--- config.mk ---
export PLATFORM = sky130hd
export DESIGN_NAME = spq_cell
export DESIGN_NICKNAME = d
export VERILOG_FILES = /design/src/rtl/spq_pkg.sv /design/src/rtl/spq_cell.sv
export SDC_FILE = /design/constraint.sdc
export NUM_CORES = 1
export LEC_CHECK = 0
export ABC_CLOCK_PERIOD_IN_PS = 6800
export BUFFER_PORTS_ARGS = -buffer_cell sky130_fd_sc_hd__clkbuf_2
export CELL_PAD_IN_SITES_DETAIL_PLACEMENT = 2
export CELL_PAD_IN_SITES_GLOBAL_PLACEMENT = 2
export CORE_MARGIN = 2
export CORE_UTILIZATION = 24
export DETAILED_ROUTE_END_ITERATION = 8
export GPL_TIMING_DRIVEN = 0
export PLACE_DENSITY = 0.91
export SKIP_LAST_GASP = 1
export SYNTH_ARGS = -nofsm -noshare
export SYNTH_HDL_FRONTEND = slang
export SYNTH_SLANG_ARGS = --single-unit
--- constraint.sdc ---
create_clock -name clk -period 6.8 [get_ports clk]
set_clock_uncertainty 0.15 [all_clocks]
set_input_delay 1.02 -clock clk [delete_from_list [all_inputs] [get_ports clk]]
set_output_delay 1.02 -clock clk [all_outputs]
set_load 0.02 [all_outputs]
--- src/rtl/spq_pkg.sv ---
`timescale 1ns / 1ps
// Package for the sorted priority queue: sizes, the entry and operation types,
// and the result status codes. No dependencies.
package spq_pkg;

	localparam int DEPTH = 64;
	localparam int DATA_WIDTH = 32;
	localparam int PRIO_WIDTH = 16;
	localparam int COUNT_WIDTH = $clog2(DEPTH + 1);
	localparam int LIMIT_WIDTH = 7;
	localparam logic [LIMIT_WIDTH-1:0] RESET_LIMIT = LIMIT_WIDTH'(64);

	typedef enum logic [1:0] {
		ST_PUSHED = 2'd0,
		ST_FULL   = 2'd1,
		ST_POPPED = 2'd2,
		ST_EMPTY  = 2'd3
	} spq_status_t;

	typedef struct packed {
		logic [DATA_WIDTH-1:0] value;
		logic signed [PRIO_WIDTH-1:0] prio;
	} spq_entry_t;

	// Operation broadcast to every cell of the chain.
	typedef struct packed {
		logic push;
		logic pop;
		spq_entry_t entry;
	} spq_op_t;

endpackage

--- src/rtl/spq_cell.sv ---
`timescale 1ns / 1ps
// One cell of the sorted chain: holds one entry and its valid bit.
// Depends on spq_pkg.
module spq_cell (
	input  logic              clk,
	input  logic              arst_n,
	input  spq_pkg::spq_op_t  op,
	input  logic              left_keep,
	input  spq_pkg::spq_entry_t left_entry,
	input  logic              left_valid,
	input  spq_pkg::spq_entry_t right_entry,
	input  logic              right_valid,
	output spq_pkg::spq_entry_t entry,
	output logic              valid,
	output logic              keep
);

	spq_pkg::spq_entry_t entry_q;
	logic valid_q;

	// A cell keeps its entry on a push when its priority is at least the new
	// one, which puts equal priorities in arrival order.
	assign keep = valid_q && ($signed(entry_q.prio) >= $signed(op.entry.prio));
	assign entry = entry_q;
	assign valid = valid_q;

	always_ff @(posedge clk or negedge arst_n) begin
		if (!arst_n) begin
			valid_q <= 1'b0;
		end else if (op.push) begin
			if (!keep) begin
				valid_q <= left_keep ? 1'b1 : left_valid;
			end
		end else if (op.pop) begin
			valid_q <= right_valid;
		end
	end

	always_ff @(posedge clk) begin
		if (op.push) begin
			if (!keep) begin
				entry_q <= left_keep ? op.entry : left_entry;
			end
		end else if (op.pop) begin
			entry_q <= right_entry;
		end
	end

endmodule

======== After elaboration in Yosys (flattened, before gate mapping) ========
Index checks and enable logic that the tools add are counted.
word-level totals
  bits of input ports ..................... 151
  register bits after elaboration ......... 49
operators by class
  reduce and logical (&&, ||, !) cells .... 3
  magnitude comparators ................... 1
  equality and inequality tests ........... 1
  mux-type cells .......................... 8
operator list
  cell                                   count
  two-way mux 48 bit                     4
  greater-or-equal comparator 16 bit     1
  two-way mux 1 bit                      4
  != test 2 bit (second input constant)  1
  AND reduction 2 bit                    1
  nonzero test 2 bit                     1
  logical AND 1 bit                      1

======== Logic depth before layout (Yosys ltp) ========
Gate-level depths: netlist of the first run.
  depth in word-level cells ............... 4
  depth in mapped cells ................... 8

======== Least setup slack after synthesis of the first run ========
No wires, ideal clock.
  path kind ............................... input port to flip-flop
  start point ............................. input op[15] (netlist bit)
  end point ............................... register entry_q (netlist bit entry[0]) (enable)
  stages on the path ...................... 8
  setup time .............................. 0.406 ns
  arrival time ............................ 3.629 ns
  path buffers ............................ 0
  slack ................................... 2.615 ns
  data required time ...................... 6.244 ns
  cells stage by stage .................... inv_1 ha_1 nand4_1 nor4_1 or4b_1 or4_1 o211ai_2 mux2_1
between the ends
  longest elaborated chain between the ends .. 4
ends and longest elaborated chain
  what                                  RTL line        RTL
  start: declaration                    spq_cell.sv:7   input spq_pkg::spq_op_t op,
  greater-or-equal comparator 16 bit    spq_cell.sv:23  assign keep = valid_q && ($signed(entry_q.prio) >= $signed(op.entry.prio));
  logical AND 1 bit                     spq_cell.sv:23
  != test 2 bit (no source line)        -
  AND reduction 2 bit (no source line)  -
  end signal: assignment                spq_cell.sv:42  entry_q <= left_keep ? op.entry : left_entry;
  end signal: assignment                spq_cell.sv:45  entry_q <= right_entry;
  end: declaration                      spq_cell.sv:18  spq_pkg::spq_entry_t entry_q;
Every way passes these cells.
A chain may end at the register's enable or synchronous reset.

======== Final worst setup path of the first run ========
  start point ............................. input op[15] (netlist bit)
  end point ............................... output keep
between the ends
  longest elaborated chain between the ends .. 2
ends and longest elaborated chain
  what                                RTL line        RTL
  greater-or-equal comparator 16 bit  spq_cell.sv:23
  logical AND 1 bit                   spq_cell.sv:23
  end: declaration                    spq_cell.sv:15  output logic keep
Every way passes these cells.

==> run metrics, run 1 <==
I/O Pins=about 200; drt first pass iters=3; Synth Net Count=440; Ys Warns=0; Max clock buf depth=2; CTS tree=done; layout cell share with drive strength beyond 1=0.435; largest net degree at the start of global routing=37; post_cts resized=0; total CTS buffers=5; dominant cell type by area after synthesis=edfxtp_1; # hold bufs at CTS=0; Hold Slack=approximately 0.35 ns; worst skew pair latency=~0.28 ns; vias in the first global route=3319; WP data required=roughly 5.6 ns; Die X=approximately 110 µm; post-synthesis mux area share=0.170; IO Port Bufs=between 150 and 200; Die Ht=roughly 110 µm; via count=~2900; nets@finish=646; initial antenna violation count=0; pins over their slew limit=0; DPL Wire Length=~9.1 mm; critical path peak fanout=4; Ant. Diodes=0; RSZ-0062 raised after global routing=false; compound-gate portion of the synthesized area=0.116; WP data arrival=3.00 ns; die area=around 0.013 mm²; clock sinks=just under 50; path category of the worst min-delay check=input port to async pin; Setup-failing EPs final=0; DP Area=just over 0.004 mm²; Row Count=40; first-pass GRT wire length=about 17 mm; total track usage=0.164; multi-input logic area=0.00129 mm²; top cells by area, synth=edfxtp_1 (50%), mux2i_1 (17%), a21oi_1 (9.2%); Seq. cell area=~0.0015 mm²; Initial Utilization=0.244; total gr overflow=0; Post-Route WL=about 11 mm; Finished Core Util=0.358; design area=between 0.004 and 0.005 mm²; standby leakage power=2.12 nW; sequential share of the synthesized area=0.507; worst setup path category=input port to primary output; CP endpoint kind=primary output; Max Fclk=between 200 and 250 MHz; DRT iter0 DRCs=56; Yosys reg bits=49; GPL Wtd Cong=about 0.76; WL per Instance=17.1 µm; Setup Fix Bufs, Post-CTS=0; min cycle time layout=4.17 ns; Root Buffer=clkbuf_16; setup TNS=0 ns; Mapped Cells=between 200 and 300; syn avg cell area=between 10 and 15 µm²; # fillers=1351; post-synth top area share=0.498; clock-pin slew on the worst setup and hold paths=approximately 0.070 ns; Peak VDD IR=~0.10 mV; Fin. Hold Viols=0; htree depth=2; fin crit share=0.613; DRC Markers=0; run status=finished clean; worst-margin pin slew=between 0.7 and 0.8 ns; Simple-Gate Fraction of Synth Area=0.0926; Post-DRT Antenna Nets=0; Worst Setup Start Kind=input port; Synth Area in XOR/XNOR=0; core footprint=roughly 0.012 mm²; post-synth cell types=26; main combinational cell family by area after synthesis=multiplexers; DR vias/cell=approximately 4.6; Synth Area in Adders=0.0692; max_slew headroom=0.468; PD cells=224 mW/mm²; Post-Syn Area=roughly 0.0029 mm²; Area Growth Syn to Fin=46.9%; maxcap violations=0; Final Power=0.000951 W
-- kinds of logic (layout without fill, tap and decap cells) --
family                     Yosys count  after routing
and+or+nand+nor                     63             63
AOI/OAI and AO/OA                   62             62
muxes                               49             49
DFF                                 49             49
buffers and inverters               34            241
adders and majority gates           16             16
-- stage by stage --
step                      worst slack (ns)  cells
after CTS                             2.61    627
after global routing                  2.51    627
final                                 2.63    627
after floorplan                       2.62    273
after global placement                1.73    618
after detailed placement              2.61    619
-- flip-flops by register name, summed over array words and instances (netlist names) --
| signal | count |
|---|---|
| valid | 1 |
| entry | 48 |
-- power by group --
group | total, W | switching [W] | leakage [nW] | internal, W
clock | 0.000281 | 0.000109 | 0.0785 | 0.000173
sequential | 0.000400 | 0.0000148 | 0.473 | 0.000386
combinational | 0.000270 | 0.000165 | 1.57 | 0.000104
total | 0.000951 | 0.000289 | 2.12 | 0.000663
-- synth_stat cells --
cell type and count:
nor2_1 51, nor4_1 1, nand3_1 1, clkbuf_1 12
nand2_1 1, o21a_1 1, o211ai_2 1, ha_1 16
a21oi_1 53, a2111oi_0 1, dfrtp_1 1, a21o_1 1
mux2i_1 48, o211ai_1 1, or4_1 1, buf_1 3
a211oi_1 2, inv_1 17, or4b_1 1, buf_2 2
o21ai_0 1, a31oi_1 1, mux2_1 1, edfxtp_1 48
nand4_1 4, nor2b_1 3
-- layer usage --
| metal | wire length, µm | global-route usage |
|---|---|---|
| met1 | 3890 | 0.171 |
| met2 | 6080 | 0.335 |
| met3 | 549 | 0.0313 |
| met4 | 223 | 0.0398 |
| met5 | 0 | 0 |
-- layout make-up --
cell class | count | area share
clock buffer | 6 | 0.0303
multi-input combinational | 190 | 0.305
sequential | 49 | 0.345
clock inverter | 2 | 0.00795
inverter | 17 | 0.0150
timing repair buffer | 199 | 0.238
buffer | 17 | 0.0156
tap | 147 | 0.0433
-- layout by cell type (no fill, tap or decap), types with 2 or more instances in the layout --
master     instances
clkbuf_2         198
a21oi_1           53
nor2_1            51
mux2i_1           48
edfxtp_1          48
inv_1             17
ha_1              16
clkbuf_1          13
clkbuf_16          5
nand4_1            4
buf_1              3
nor2b_1            3
buf_2              2
a211oi_1           2
-- final timing paths --
path | slack (ns) | depth (start not counted) | end | start
max reg2reg | 3.55 | 8 | entry[25] | entry[15]
min | 0.35 | 1 | valid | arst_n
min in group clk | 0.52 | 2 | valid | valid
max | 2.63 | 10 | keep | op[15]
min reg2reg | 0.52 | 2 | valid | valid
max in group asynchronous | 6.06 | 1 | valid | arst_n
-- worst max-delay path: stages --
cell and delay, ns:
clkbuf_2 0.10, inv_1 0.04, ha_1 0.32, nand4_1 0.18, nor4_1 0.09, or4b_1 0.45, or4_1 0.44, o211ai_2 0.13
inv_1 0.07, clkbuf_2 0.16
No activity file was read; power rests on OpenSTA's default activity.
==> run 2, diff against run 1 <==
--- a/config.mk
+++ b/config.mk
@@ -5,15 +5,15 @@
 export SDC_FILE = /design/constraint.sdc
 export NUM_CORES = 1
 export LEC_CHECK = 0
-export ABC_CLOCK_PERIOD_IN_PS = 6800
+export ABC_CLOCK_PERIOD_IN_PS = 4000
 export BUFFER_PORTS_ARGS = -buffer_cell sky130_fd_sc_hd__clkbuf_2
 export CELL_PAD_IN_SITES_DETAIL_PLACEMENT = 2
 export CELL_PAD_IN_SITES_GLOBAL_PLACEMENT = 2
 export CORE_MARGIN = 2
-export CORE_UTILIZATION = 24
+export CORE_UTILIZATION = 23
 export DETAILED_ROUTE_END_ITERATION = 8
 export GPL_TIMING_DRIVEN = 0
-export PLACE_DENSITY = 0.91
+export PLACE_DENSITY = 0.88
 export SKIP_LAST_GASP = 1
 export SYNTH_ARGS = -nofsm -noshare
 export SYNTH_HDL_FRONTEND = slang
==> constraint.sdc (replaced) <==
create_clock -name clk -period 4 [get_ports clk]
set_clock_uncertainty 0.15 [all_clocks]
set_input_delay 0.6 -clock clk [delete_from_list [all_inputs] [get_ports clk]]
set_output_delay 0.6 -clock clk [all_outputs]
set_load 0.02 [all_outputs]
==> run metrics, run 2 (synthesized netlist as in run 1, its figures left out) <==
worst setup path category=input port to flop (was input port to primary output); WL per Instance=17.0 µm (was 17.1 µm); run status=finished clean (unchanged); Max Fclk=between 200 and 300 MHz; worst-margin pin slew=0.801 ns (was 0.798 ns); DR vias/cell=4.51 (was 4.65); Setup Fix Bufs, Post-CTS=0 (unchanged); Row Count=40 (unchanged); sw frac=0.314 (was 0.303); Area Growth Syn to Fin=47.2% (was 46.9%); Die X=116 µm (was 114 µm); Post-Route WL=11.0 mm (was 10.7 mm); Post-DRT Antenna Nets=0 (unchanged); P_sw=0.000486 W (was 0.000289 W); commonest cells after routing, fill and taps aside=clkbuf_2 (198), a21oi_1 (53), nor2_1 (51) (unchanged); design area=0.00426 mm² (was 0.00425 mm²); Root Buffer=clkbuf_16 (unchanged); Setup-failing EPs final=0 (unchanged); DP Area=0.00411 mm² (was 0.00409 mm²); R2R setup slack=0.54 ns (was 3.55 ns); IO Port Bufs=198 (unchanged); post_cts resized=0 (unchanged); Fin. Hold Viols=0 (unchanged); clock share of power=0.263 (was 0.296); RR Endpoint=entry[33] (was entry[25]); commonest non-fill, non-tap cell in the layout=clkbuf_2 (unchanged); DRT iter0 DRCs=85 (was 56); min cycle time layout=3.50 ns; total gr overflow=0 (unchanged); initial antenna violation count=0 (unchanged); Hold Startpoint=left_valid; PD cells=363 mW/mm² (was 224 mW/mm²); die area=0.0135 mm² (was 0.0129 mm²); Ant. Diodes=0 (unchanged); hold path depth=3; Worst Setup Start Kind=input port (unchanged); pins over their slew limit=0 (unchanged); vias in the first global route=3326 (was 3319); RSZ-0062 raised after global routing=false (unchanged); WHS Endpoint=valid; core footprint=0.0122 mm² (was 0.0119 mm²); total track usage=0.162 (was 0.164); Int Power=0.00106 W (was 0.000663 W); Initial Utilization=0.238 (was 0.244); largest net degree at the start of global routing=31 (was 37); GPL Wtd Cong=0.785 (was 0.761); Placed Instances=640 (was 619); CTS tree=done (unchanged); max_slew headroom=0.466 (was 0.468); worst skew pair latency=0.29 ns (was 0.28 ns); Peak VDD IR=0.166 mV (was 0.104 mV); Max clock buf depth=2 (unchanged); DRC Markers=0 (unchanged); combinational power share=0.296 (was 0.283); drt first pass iters=4 (was 3); Die Ht=116 µm (was 114 µm); total CTS buffers=5 (unchanged); clock sinks=49 (unchanged); DPL Wire Length=9.25 mm (was 9.09 mm); non-filler instance count after layout=648 (was 627); via count=2924 (was 2913); critical path peak fanout=30 (was 4); layout cell share with drive strength beyond 1=0.433 (was 0.435); standby leakage power=2.11 nW (was 2.12 nW); maxcap violations=0 (unchanged); CP endpoint kind=flop (was primary output); I/O Pins=201 (unchanged); clock-pin slew on the worst setup and hold paths=0.07 ns (about the same); R2R depth=8 (unchanged); fin crit share=0.874; WP data arrival=3.33 ns (was 3.00 ns); reg-to-reg critical path startpoint=entry[15] (unchanged); max FFs per register=48 (unchanged); WP data required=3.83 ns (was 5.63 ns); first-pass GRT wire length=16.6 mm (about the same); sequential power share=0.441 (was 0.421); htree depth=2 (unchanged); nets@finish=647 (was 646); path category of the worst min-delay check=input port to flop (was input port to async pin)
[run 2: cell types whose count changed in the layout (fill, tap and decap cells not counted)]
cell,delta
bufinv_16,-1
dlygate4sd3_1,+1
[run 2: timing repair]
action / in CTS / in global routing
hold buffers: 1 / 0
endpoints found under the setup margin: 0 / 0
endpoints found under the hold margin: 1 / 0
[run 2: power groups by stage]
stage | clock network (W) | logic, W | registers [W]
after CTS | 0.000423 | 0.000468 | 0.000684
after floorplan | 0 | 0.000164 | 0.000777
after global routing | 0.000441 | 0.000504 | 0.000690
final | 0.000407 | 0.000457 | 0.000682
after detailed placement | 0 | 0.000465 | 0.000695
after global placement | 0 | 0.000439 | 0.000695
[run 2: worst max-delay path by stage]
stage          startpoint         to  slack [ns]  cells after the start
2_1_floorplan      op[15]   entry[0]        0.24                      8
3_3_place_gp       op[15]  entry[20]       -0.72                      9
3_5_place_dp       op[15]  entry[20]        0.15                     10
4_1_cts            op[15]  entry[33]        0.46                     10
5_1_grt            op[15]  entry[33]        0.32                     10
6_report           op[15]  entry[33]        0.50                     10
[run 2: cell type report]
class | count | area [µm²]
fillers | 1412 | 7910
well taps | 168 | 210
plain buffers | 17 | 66.3
clock inverters | 1 | 3.75
clock buffers | 6 | 129
repair buffers | 200 | 1020
flip-flops and latches | 49 | 1470
multi-input cells | 190 | 1290
inverters | 17 | 63.8
[run 2: metrics by stage]
stage | setup WS (ns) | total power [W] | hold WS (ns) | util | setup TNS [ns]
2_1_floorplan | 0.235 | 0.000941 | 0.154 | - | 0
3_3_place_gp | -0.722 | 0.00113 | 0.226 | 0.337 | -34.49
3_5_place_dp | 0.146 | 0.00116 | 0.231 | 0.338 | 0
4_1_cts | 0.457 | 0.00157 | 0.445 | 0.350 | 0
5_1_grt | 0.322 | 0.00164 | 0.466 | 0.350 | 0
6_report | 0.505 | 0.00155 | 0.459 | 0.350 | 0
[run 2: metal layers]
metal / global-route usage / up-vias / part of all wire
met5: 0 / - / 0
met4: 0.0365 / 0 / 0.010
met3: 0.0363 / 8 / 0.052
met2: 0.329 / 107 / 0.56
met1: 0.168 / 1405 / 0.37
li1: - / 1404 / -
[run 2: critical path, stage by stage]
cell and delay (ns):
clkbuf_2 0.11, inv_1 0.04, ha_1 0.34, nand4_1 0.20
nor4_1 0.10, or4b_1 0.49, or4_1 0.44, o211ai_2 0.14
mux2_2 0.56, buf_12 0.28
==> run 3, diff against run 2 <==
--- a/config.mk
+++ b/config.mk
@@ -5,7 +5,7 @@
 export SDC_FILE = /design/constraint.sdc
 export NUM_CORES = 1
 export LEC_CHECK = 0
-export ABC_CLOCK_PERIOD_IN_PS = 4000
+export ABC_CLOCK_PERIOD_IN_PS = 3500
 export BUFFER_PORTS_ARGS = -buffer_cell sky130_fd_sc_hd__clkbuf_2
 export CELL_PAD_IN_SITES_DETAIL_PLACEMENT = 2
 export CELL_PAD_IN_SITES_GLOBAL_PLACEMENT = 2
==> constraint.sdc (replaced) <==
create_clock -name clk -period 3.5 [get_ports clk]
set_clock_uncertainty 0.15 [all_clocks]
set_input_delay 0.525 -clock clk [delete_from_list [all_inputs] [get_ports clk]]
set_output_delay 0.525 -clock clk [all_outputs]
set_load 0.02 [all_outputs]
==> run metrics, run 3 (synthesized netlist as in run 1, its figures left out) <==
design area=0.00427 mm² (was 0.00426 mm²); DPL Wire Length=9.06 mm (was 9.25 mm); clock-pin slew on the worst setup and hold paths=0.07 ns (about the same); first-pass GRT wire length=17.0 mm (was 16.6 mm); IO Port Bufs=198 (unchanged); Worst Setup Start Kind=flop (was input port); multi-input logic area=0.00130 mm² (was 0.00129 mm²); fin crit share=0.926; run status=finished clean (unchanged); WL per Instance=17.1 µm (was 17.0 µm); R2R depth=7 (was 8); PD cells=434 mW/mm² (was 363 mW/mm²); CTS tree=done (unchanged); worst skew pair latency=0.28 ns (was 0.29 ns); Seq. cell area=0.00147 mm² (unchanged); htree depth=2 (unchanged); layout cell share with drive strength beyond 1=0.435 (was 0.433); drt first pass iters=4 (unchanged); nets@finish=646 (was 647); Fin. Hold Viols=0 (unchanged); Row Count=40 (unchanged); vias in the first global route=3440 (was 3326); Post-Route WL=11.1 mm (was 11.0 mm); commonest non-fill, non-tap cell in the layout=clkbuf_2 (unchanged); WP data arrival=3.01 ns (was 3.33 ns); standby leakage power=2.12 nW (was 2.11 nW); GPL Wtd Cong=0.768 (was 0.785); Setup-failing EPs final=0 (unchanged); Die Ht=116 µm (unchanged); Die X=116 µm (unchanged); Area Growth Syn to Fin=47.8% (was 47.2%); reg-to-reg critical path startpoint=entry[15] (unchanged); RR Endpoint=entry[20] (was entry[33]); via count=2940 (was 2924); Root Buffer=clkbuf_16 (unchanged); setup TNS=0 ns (unchanged); Finished Core Util=0.351 (was 0.350); hold path depth=3 (unchanged); worst-margin pin slew=0.769 ns (was 0.801 ns); R2R setup slack=0.26 ns (was 0.54 ns); commonest cells after routing, fill and taps aside=clkbuf_2 (198), a21oi_1 (53), nor2_1 (51) (unchanged); WHS Endpoint=entry[37] (was valid); min cycle time layout=approximately 3.2 ns; CP endpoint kind=flop (unchanged); DR vias/cell=4.54 (was 4.51); DRT iter0 DRCs=85 (unchanged); Peak VDD IR=0.222 mV (was 0.166 mV); worst setup path category=flop to flop (was input port to flop); largest net degree at the start of global routing=49 (was 31); total track usage=0.163 (was 0.162); Ant. Diodes=0 (unchanged); WP data required=3.27 ns (was 3.83 ns); Max clock buf depth=2 (unchanged); Max Fclk=approximately 310 MHz; DRC Markers=0 (unchanged); # fillers=1414 (was 1412); path category of the worst min-delay check=input port to flop (unchanged); clock sinks=49 (unchanged); core footprint=0.0122 mm² (unchanged); CP max stage delay=0.67 ns (was 0.56 ns); DP Area=0.00409 mm² (was 0.00411 mm²); Slowest-stage cell, CP=mux2_4 (was mux2_2); Hold Startpoint=right_entry[37] (was left_valid); Post-DRT Antenna Nets=0 (unchanged); total CTS buffers=5 (unchanged); Initial Utilization=0.238 (unchanged); pins over their slew limit=0 (unchanged); max FFs per register=48 (unchanged); maxcap violations=0 (unchanged); initial antenna violation count=0 (unchanged); cells along the critical path=ha_1 -> nand4_1 -> nor4_1 -> or4b_1 -> or4_1 -> o211ai_2 -> mux2_4 (was clkbuf_2 -> inv_1 -> ha_1 -> nand4_1 -> nor4_1 -> or4b_1 -> or4_1 -> o211ai_2 -> mux2_2 -> buf_12); I/O Pins=201 (unchanged); max_slew headroom=0.487 (was 0.466); die area=0.0135 mm² (unchanged); RSZ-0062 raised after global routing=false (unchanged); total gr overflow=0 (unchanged); critical path peak fanout=48 (was 30)
[run 3: how the worst max path moves through the flow]
stage,cells after the start,start,to
after floorplan,8,op[15],entry[0]
after global placement,9,op[15],entry[33]
after detailed placement,9,op[13],entry[24]
after CTS,7,entry[15],entry[10]
after global routing,7,entry[14],entry[32]
final,7,entry[15],entry[20]
[run 3: metrics by stage]
stage | cells | setup WS [ns] | hold WS (ns) | total power (W)
final | 648 | 0.259 | 0.406 | 0.00186
after global routing | 648 | 0.0957 | 0.405 | 0.00196
after CTS | 648 | 0.195 | 0.400 | 0.00189
after detailed placement | 639 | -0.541 | 0.154 | 0.00132
after global placement | 639 | -0.426 | 0.152 | 0.00129
after floorplan | 273 | 0.211 | 0.0794 | 0.00107
[run 3: repair_timing]
action,CTS,global route
hold buffers,1,0
gates resized for setup,1,0
setup endpoints to repair,48,0
setup buffers,0,0
endpoints found under the hold margin,1,0
[run 3: area by class of cell]
cell class / instances / share of cell area
Clock buffer: 5 / 0.0293
Multi-Input combinational cell: 190 / 0.304
Sequential cell: 49 / 0.343
Buffer: 17 / 0.0155
Timing Repair Buffer: 199 / 0.234
Clock inverter: 3 / 0.00966
Tap cell: 168 / 0.0492
Inverter: 17 / 0.0149
[run 3: metal layers]
metal | routed length (µm) | vias to the layer above | GRT usage | share of wire
li1 | - | 1399 | - | -
met2 | 6210 | 115 | 0.337 | 0.56
met3 | 612 | 10 | 0.0343 | 0.055
met5 | 0 | - | 0 | 0
met1 | 4130 | 1416 | 0.167 | 0.37
met4 | 101 | 0 | 0.0302 | 0.0091
[run 3: report_power, final]
part	total [W]	leakage (nW)	switching (W)	internal, W
clock	0.000561	0.0775	0.000226	0.000336
combinational	0.000516	1.57	0.000319	0.000197
sequential	0.000780	0.473	0.0000295	0.000750
total	0.00186	2.12	0.000574	0.00128
[run 3: critical path: cells and delay by family, from the launching register on]
kind                     cells  cell delay [ns]
AND/OR/NAND/NOR              4             1.20
flip-flops                   1             0.40
AO/OA/AOI/OAI                1             0.13
multiplexers                 1             0.67
adder cells (fa/ha/maj)      1             0.33
